<file path="config.mk">
export PLATFORM = sky130hd
export DESIGN_NAME = rvaa_angle
export DESIGN_NICKNAME = d
export VERILOG_FILES = /design/src/hdl/rvaa_pkg.sv /design/src/hdl/rvaa_angle.sv
export SDC_FILE = /design/constraint.sdc
export NUM_CORES = 2
export LEC_CHECK = 0
export BUFFER_PORTS_ARGS = -buffer_cell sky130_fd_sc_hd__buf_2
export CORE_ASPECT_RATIO = 1.1
export CORE_MARGIN = 3
export CORE_UTILIZATION = 57
export DETAILED_ROUTE_END_ITERATION = 10
export PLACE_DENSITY_LB_ADDON = 0.08
export SLEW_MARGIN = 10
export SYNTH_ARGS = -nofsm -noshare
export SYNTH_HDL_FRONTEND = slang
export SYNTH_SLANG_ARGS = --single-unit
</file>
<file path="constraint.sdc">
create_clock -name clk -period 7.9 [get_ports clk]
set_input_delay 0.79 -clock clk [delete_from_list [all_inputs] [get_ports clk]]
set_output_delay 0.79 -clock clk [all_outputs]
set_load 0.02 [all_outputs]
</file>
<file path="src/hdl/rvaa_pkg.sv">
// Shared types, codes and constants of the axis rotation pipeline.
// No dependencies; every other file of the block except rvaa_if imports this package.
package rvaa_pkg;

	// Default fraction width of the internal sine and cosine values.
	localparam int TRIG_FRAC_BITS_DEF = 16;

	// Axis codes carried on the input channel.
	localparam logic [1:0] AXIS_NONE = 2'd0;
	localparam logic [1:0] AXIS_X    = 2'd1;
	localparam logic [1:0] AXIS_Y    = 2'd2;
	localparam logic [1:0] AXIS_Z    = 2'd3;

	// Quadrant of the reduced angle.
	localparam logic [1:0] QUAD_I   = 2'd0;
	localparam logic [1:0] QUAD_II  = 2'd1;
	localparam logic [1:0] QUAD_III = 2'd2;
	localparam logic [1:0] QUAD_IV  = 2'd3;

	// 1.0 in unsigned Q0.32 (needs the 33rd bit).
	localparam logic [32:0] TRIG_ONE = 33'h1_0000_0000;

	// Series cells: each cell does one sine term and one cosine term.
	// A divisor of zero marks a lane that only passes its term on.
	localparam int NUM_CELLS = 6;
	localparam int SDIV_TAB [NUM_CELLS] = '{0, 110, 72, 42, 20, 6};
	localparam int CDIV_TAB [NUM_CELLS] = '{132, 90, 56, 30, 12, 2};

	typedef struct packed {
		logic signed [31:0] x;
		logic signed [31:0] y;
		logic signed [31:0] z;
		logic signed [23:0] angle;
		logic [1:0]         axis;
	} vec_t;

	// Per-item context that rides along the whole pipeline.
	typedef struct packed {
		logic signed [31:0] vx;
		logic signed [31:0] vy;
		logic signed [31:0] vz;
		logic [1:0]         axis;
		logic [1:0]         quad;
		logic               swap;
	} ctx_t;

	// What one series cell hands to the next.
	typedef struct packed {
		ctx_t        ctx;
		logic [31:0] x;
		logic [31:0] x2;
		logic [32:0] ts;
		logic [32:0] tc;
	} term_t;

	typedef struct packed {
		logic signed [31:0] x;
		logic signed [31:0] y;
		logic signed [31:0] z;
	} res_t;

endpackage

</file>
<file path="src/hdl/rvaa_angle.sv">
// Angle front end: reduce modulo 360 degrees, fold to one octant, form x and x^2.
// Nine pipeline stages. Depends on rvaa_pkg.
module rvaa_angle import rvaa_pkg::*; (
	input  logic  clk,
	input  logic  arst_n,
	input  logic  en,
	input  logic  vld_i,
	input  vec_t  vin,
	output logic  vld_o,
	output term_t term_o
);

	localparam int ANG_LO_BITS   = 11;
	localparam int TURN_UNITS    = 92160;
	localparam int QUARTER_UNITS = TURN_UNITS / 4;
	localparam int EIGHTH_UNITS  = TURN_UNITS / 8;
	localparam int TURN_HI       = TURN_UNITS >> ANG_LO_BITS;
	localparam int HI_BIAS       = TURN_HI * 92;
	localparam int RCP_S16       = (1 << 16) / TURN_HI;
	localparam int RCP_S24       = (1 << 24) / TURN_HI;
	localparam longint unsigned PI_Q32 = 64'd13493037705;
	localparam longint unsigned PI_QUO = PI_Q32 / (TURN_UNITS / 2);
	localparam longint unsigned PI_REM = PI_Q32 % (TURN_UNITS / 2);

	logic vld_s1, vld_s2, vld_s3, vld_s4, vld_s5, vld_s6, vld_s7, vld_s8, vld_s9;
	ctx_t ctx_s1, ctx_s2, ctx_s3, ctx_s4, ctx_s5, ctx_s6, ctx_s7, ctx_s8, ctx_s9;

	logic [13:0] vv_s1;
	logic [7:0]  q0_s1;
	logic [10:0] lo_s1, lo_s2;
	logic [5:0]  m_s2;
	logic [14:0] f_s3;
	logic [13:0] g_s4;
	logic [31:0] hi_s5, hi_s6;
	logic [28:0] ml_s5;
	logic [18:0] md_s6;
	logic [12:0] qd0_s6;
	logic [31:0] x_s7, x_s8, x_s9;
	logic [63:0] xx_s8;
	logic [31:0] x2_s9;

	logic signed [12:0] ang_hi;
	logic signed [14:0] vv_sum;
	logic [24:0]        q0_prod;
	logic [13:0]        m_raw;
	logic [7:0]         tq;
	logic [7:0]         fh;
	logic [1:0]         quad;
	logic               swap;
	logic [18:0]        rr;
	logic [37:0]        qd_prod;
	logic [12:0]        qd;
	ctx_t               ctx_in;

	// Stage 1: bias the upper angle bits so the modulo works on a non-negative value.
	always_comb begin
		ang_hi  = vin.angle[23:ANG_LO_BITS];
		vv_sum  = 15'(ang_hi) + 15'(HI_BIAS);
		q0_prod = 25'(vv_sum[13:0]) * 25'(RCP_S16);
		ctx_in.vx   = vin.x;
		ctx_in.vy   = vin.y;
		ctx_in.vz   = vin.z;
		ctx_in.axis = vin.axis;
		ctx_in.quad = QUAD_I;
		ctx_in.swap = 1'b0;
	end

	// Stage 2: remainder of the upper bits by 45, one correction step.
	assign m_raw = vv_s1 - 14'(q0_s1) * 14'(TURN_HI);

	// Stage 3: quadrant and offset within it.
	always_comb begin
		tq = {m_s2, lo_s2[10:9]};
		if (tq >= 8'(3 * TURN_HI)) begin
			quad = QUAD_IV;
			fh   = tq - 8'(3 * TURN_HI);
		end else if (tq >= 8'(2 * TURN_HI)) begin
			quad = QUAD_III;
			fh   = tq - 8'(2 * TURN_HI);
		end else if (tq >= 8'(TURN_HI)) begin
			quad = QUAD_II;
			fh   = tq - 8'(TURN_HI);
		end else begin
			quad = QUAD_I;
			fh   = tq;
		end
	end

	// Stage 4: fold the upper octant onto the lower one.
	assign swap = f_s3 > 15'(EIGHTH_UNITS);

	// Stage 6: reciprocal estimate of the quotient by 45, low by at most one.
	assign qd_prod = 38'(ml_s5[28:10]) * 38'(RCP_S24);

	// Stage 7: correct the quotient and form x in Q0.32.
	assign rr      = md_s6 - 19'(qd0_s6) * 19'(TURN_HI);
	assign qd      = (rr >= 19'(TURN_HI)) ? qd0_s6 + 13'd1 : qd0_s6;

	always_ff @(posedge clk) begin
		if (en) begin
			ctx_s1 <= ctx_in;
			vv_s1  <= vv_sum[13:0];
			q0_s1  <= 8'(q0_prod >> 16);
			lo_s1  <= vin.angle[ANG_LO_BITS-1:0];

			ctx_s2 <= ctx_s1;
			m_s2   <= (m_raw >= 14'(TURN_HI)) ? 6'(m_raw - 14'(TURN_HI)) : 6'(m_raw);
			lo_s2  <= lo_s1;

			ctx_s3 <= {ctx_s2.vx, ctx_s2.vy, ctx_s2.vz, ctx_s2.axis, quad, ctx_s2.swap};
			f_s3   <= {fh[5:0], lo_s2[8:0]};

			ctx_s4 <= {ctx_s3.vx, ctx_s3.vy, ctx_s3.vz, ctx_s3.axis, ctx_s3.quad, swap};
			g_s4   <= swap ? 14'(15'(QUARTER_UNITS) - f_s3) : f_s3[13:0];

			ctx_s5 <= ctx_s4;
			hi_s5  <= 32'(g_s4) * 32'(PI_QUO);
			ml_s5  <= 29'(g_s4) * 29'(PI_REM) + 29'(QUARTER_UNITS);

			ctx_s6 <= ctx_s5;
			hi_s6  <= hi_s5;
			md_s6  <= ml_s5[28:10];
			qd0_s6 <= 13'(qd_prod >> 24);

			ctx_s7 <= ctx_s6;
			x_s7   <= hi_s6 + 32'(qd);

			ctx_s8 <= ctx_s7;
			x_s8   <= x_s7;
			xx_s8  <= 64'(x_s7) * 64'(x_s7);

			ctx_s9 <= ctx_s8;
			x_s9   <= x_s8;
			x2_s9  <= xx_s8[63:32] + 32'(xx_s8[31]);
		end
	end

	always_ff @(posedge clk or negedge arst_n) begin
		if (!arst_n) begin
			{vld_s1, vld_s2, vld_s3, vld_s4, vld_s5, vld_s6, vld_s7, vld_s8, vld_s9} <= '0;
		end else if (en) begin
			{vld_s1, vld_s2, vld_s3, vld_s4, vld_s5, vld_s6, vld_s7, vld_s8, vld_s9} <=
				{vld_i, vld_s1, vld_s2, vld_s3, vld_s4, vld_s5, vld_s6, vld_s7, vld_s8};
		end
	end

	assign vld_o       = vld_s9;
	assign term_o.ctx  = ctx_s9;
	assign term_o.x    = x_s9;
	assign term_o.x2   = x2_s9;
	assign term_o.ts   = TRIG_ONE;
	assign term_o.tc   = TRIG_ONE;

endmodule

</file>
==> summary.txt <==
Timing
  • Worst-Margin Slew: 1.03 ns
  • TNS Setup: 0 ns
  • Slew margin rel.: 0.316
  • Final Hold Vio Count: 0
  • PnR worst setup slack: approximately 0.21 ns
  • Max Freq: 0.130 GHz
  • Tcrit/Tclk final: 0.974
  • RSZ-0062 raised after global routing: yes
  • Final Critical Period: 7.69 ns
  • Max Clock Skew: around 0.040 ns
  • Max-slew violations: 0
  • Hold WS: 0.188 ns
  • Final setup viols: 0

Worst setup path
  • WP depth: 25
  • Reg2Reg Depth: 25
  • WP data required: approximately 8.4 ns
  • CP endpoint kind: flop
  • Worst path bufs/invs: 6
  • CP max FO: 7
  • Slowest stage cell, crit path: fa_2
  • CP peak stage delay: about 0.63 ns
  • Crit-path most repeated cell: fa_1
  • Crit path arrival time: a little over 8 ns
  • CP delay by family, top: adder cells
  • CP Launch Type: flop
  • Critical path class: reg2reg

Clock tree
  • Clock sink count: 1,266
  • CTS clk-pin slew, worst paths: 0.06 ns
  • CTS tree: built
  • Worst-skew pair later-pin latency: between 0.7 and 0.8 ns
  • Bufs on Longest Clock Path: 3
  • H-tree depth: 4
  • Num CTS Buffers: between 100 and 150
  • Clk root buf: clkbuf_16

Drt
  • Post-DRT Antenna Nets: 0
  • Total Wirelength: approximately 170,000 µm
  • 1st-pass router iterations: 6
  • DRT iter0 DRCs: around 2,900
  • DR DRC count: 0
  • WL/cell: ~18 µm
  • Via count: 48,013
  • Via-per-instance ratio: between 5 and 6

Cells and area
  • Layout area overhead: 12.0%
  • Multi-input gate area: 0.0432 mm²
  • Diodes inserted: 0
  • Storage cell area: about 0.038 mm²
  • Fin nets: between 9,000 and 10,000
  • FILL cells: about 12,000
  • Ratio of cells with drive above 1 in the final layout: 0.117
  • Design area: between 0.09 and 0.1 mm²

Placed design
  • Placer Congestion: ~0.9
  • Dpl ws: -0.264 ns
  • Dpl hpwl: approximately 140,000 µm
  • Area after DPL: 0.0930 mm²
  • Port bufs: roughly 290

Global routing
  • Vias in the first global route: slightly above 50,000
  • Initial antenna violation count: 4
  • GRT overflow: 0
  • First-pass GRT wire length: 280,000 µm
  • Largest net degree at the start of global routing: ~200
  • All-Layer GR Usage: 0.227

Die
  • Die X: between 300 and 400 µm
  • Core area: between 0.15 and 0.2 mm²
  • Rows: 150
  • IO Pins: between 300 and 400
  • Initial Utilization: 0.576
  • DIE HEIGHT: 418 µm
  • Total die area: around 0.16 mm²

Synthesis
  • Mapped Cells: 6,741
  • Synth Flop Type: edfxtp_1
  • Yosys cell types: 89
  • Sequential share of the synthesized area: 0.433
  • Avg Cell Area, Syn: between 10 and 15 µm²
  • YS warnings: 0
  • Register bit count reported by yosys: approximately 1,300
  • EDFF count, synth: roughly 1,300
  • Async S/R FF share, synth: 0.00711
  • Post-synthesis instance area: a little under 0.09 mm²

Outcome
  • Status: finished clean

Job
  • Max_cap viols: 0

Hold path
  • Hold-critical path depth: 1
  • Class of the worst hold path: in2reg
area by class of cell:
cell class,count,area share
inverter,1675,0.0640
sequential,1266,0.386
multi-input combinational,3683,0.440
clock buffer,152,0.0340
clock inverter,78,0.0101
tap,2052,0.0261
timing repair buffer,554,0.0396
cells in the final DEF, fill, tap and decap left out, types with 24 or more instances in the layout:
| cell | Yosys | layout |
|---|---|---|
| a21o_1 | 77 | 77 |
| a21oi_1 | 144 | 135 |
| and2_1 | 162 | 159 |
| buf_12 | 0 | 24 |
| buf_2 | 1 | 290 |
| buf_4 | 66 | 211 |
| clkbuf_16 | 0 | 133 |
| clkinv_1 | 5 | 31 |
| conb_1 | 2 | 66 |
| edfxtp_1 | 1257 | 1257 |
| fa_1 | 1140 | 1129 |
| ha_1 | 765 | 752 |
| inv_1 | 1667 | 1666 |
| nand2_1 | 405 | 394 |
| nand3_1 | 48 | 45 |
| nand4_1 | 34 | 34 |
| nor2_1 | 153 | 147 |
| nor3_1 | 54 | 53 |
| o21ai_0 | 81 | 72 |
| xnor2_1 | 157 | 157 |
| xor2_1 | 89 | 88 |
final timing paths:
check	from	to	slack (ns)
max in group asynchronous	arst_n	vld_s5$_DFFE_PN0P_	7.30
min in group asynchronous	arst_n	vld_o$_DFFE_PN0P_	0.41
min	vin[84]	ctx_s1[63]$_DFFE_PP_	0.19
min reg2reg	ctx_s8[40]$_DFFE_PP_	term_o[170]$_DFFE_PP_	0.38
max reg2reg	x_s7[28]$_DFFE_PP_	xx_s8[59]$_DFFE_PP_	0.21
max	x_s7[28]$_DFFE_PP_	xx_s8[59]$_DFFE_PP_	0.21
metal layers:
metal	vias up	share of wire	global-route usage
li1	22599	-	-
met1	24070	0.44	0.315
met2	1062	0.48	0.372
met3	280	0.056	0.0429
met4	2	0.027	0.0604
met5	-	0.000074	0
logic make-up after synthesis:
kind of cell / after synthesis / share of synthesized area
other cells: 2 / 0.0000856
fa+ha+maj: 1905 / 0.369
xor+xnor: 247 / 0.0247
compound gates: 468 / 0.0351
flops: 1266 / 0.433
mux: 17 / 0.00217
simple gates: 980 / 0.0537
buf+inv: 1856 / 0.0823
worst register-to-register path, stage by stage (launching register included):
cell	delay, ns
edfxtp_1	0.41
inv_1	0.30
buf_4	0.27
nor2_1	0.08
fa_2	0.60
inv_1	0.09
fa_1	0.56
fa_1	0.44
fa_1	0.57
fa_1	0.45
fa_1	0.49
inv_1	0.06
fa_2	0.63
ha_1	0.27
ha_1	0.30
and2_4	0.15
nand3_2	0.11
nor4_4	0.34
a221oi_2	0.11
buf_4	0.17
nor4_4	0.21
buf_4	0.18
o21bai_2	0.08
a221oi_2	0.35
a21oi_1	0.13
xnor2_1	0.13
flip-flops by register name, summed over array words and instances, names as in the netlist, 15 cells and up:
signal / count
ctx_s3: 100
ctx_s8: 101
ctx_s7: 101
ctx_s1: 98
x2_s9: 32
hi_s6: 32
md_s6: 19
ctx_s6: 101
ctx_s5: 101
xx_s8: 33
term_o: 101
f_s3: 15
x_s7: 32
hi_s5: 32
ctx_s4: 101
ml_s5: 19
x_s9: 32
x_s8: 32
ctx_s2: 98
timing repair:
item                                    in CTS  in global routing
gates cloned                                 0                  3
setup buffers                                1                 35
endpoints found under the setup margin      14                 40
pin swaps                                    4                 50
endpoints found under the hold margin        9                  0
hold buffers                                 1                  0
resized for setup                           14                122
cells in the mapped netlist (all sizes together), types with 4 or more instances:
cell	number	area, µm²
a2111oi	4	41.3
nor2	153	574
o21bai	23	173
and4	5	43.8
a21o	77	578
fa	1140	22800
o211ai	8	60.1
dfrtp	9	225
nand4	34	213
o311ai	6	70.1
nand3	48	240
nor4	11	93.8
nand2	405	1520
ha	765	9570
a221oi	4	35.0
buf	69	515
a41o	6	60.1
a211oi	18	140
nor3b	9	72.6
and2	162	1010
or2	10	62.6
a211o	5	43.8
clkinv	5	18.8
mux2	13	150
xnor2	157	1380
inv	1670	6270
a21oi	146	738
xor2	90	796
or3	11	68.8
o22ai	5	43.8
o21a	20	151
mux2i	4	40.0
nor3	54	270
a31oi	14	87.6
edfxtp	1257	37700
a21boi	7	52.6
o21ai	85	429
clkbuf	112	422
nand2b	19	119
nor2b	23	144
and3	23	144
o31ai	10	80.1
through the flow:
step | std cells | utilization
global placement | 9190 | 0.610
detailed placement | 9190 | 0.610
global route | 9460 | 0.645
CTS | 9422 | 0.639
floorplan | 6805 | -
finish | 9460 | 0.645
Power is not shown: default switching activity piles up to over one toggle a cycle in this logic, so the estimate is an artifact.
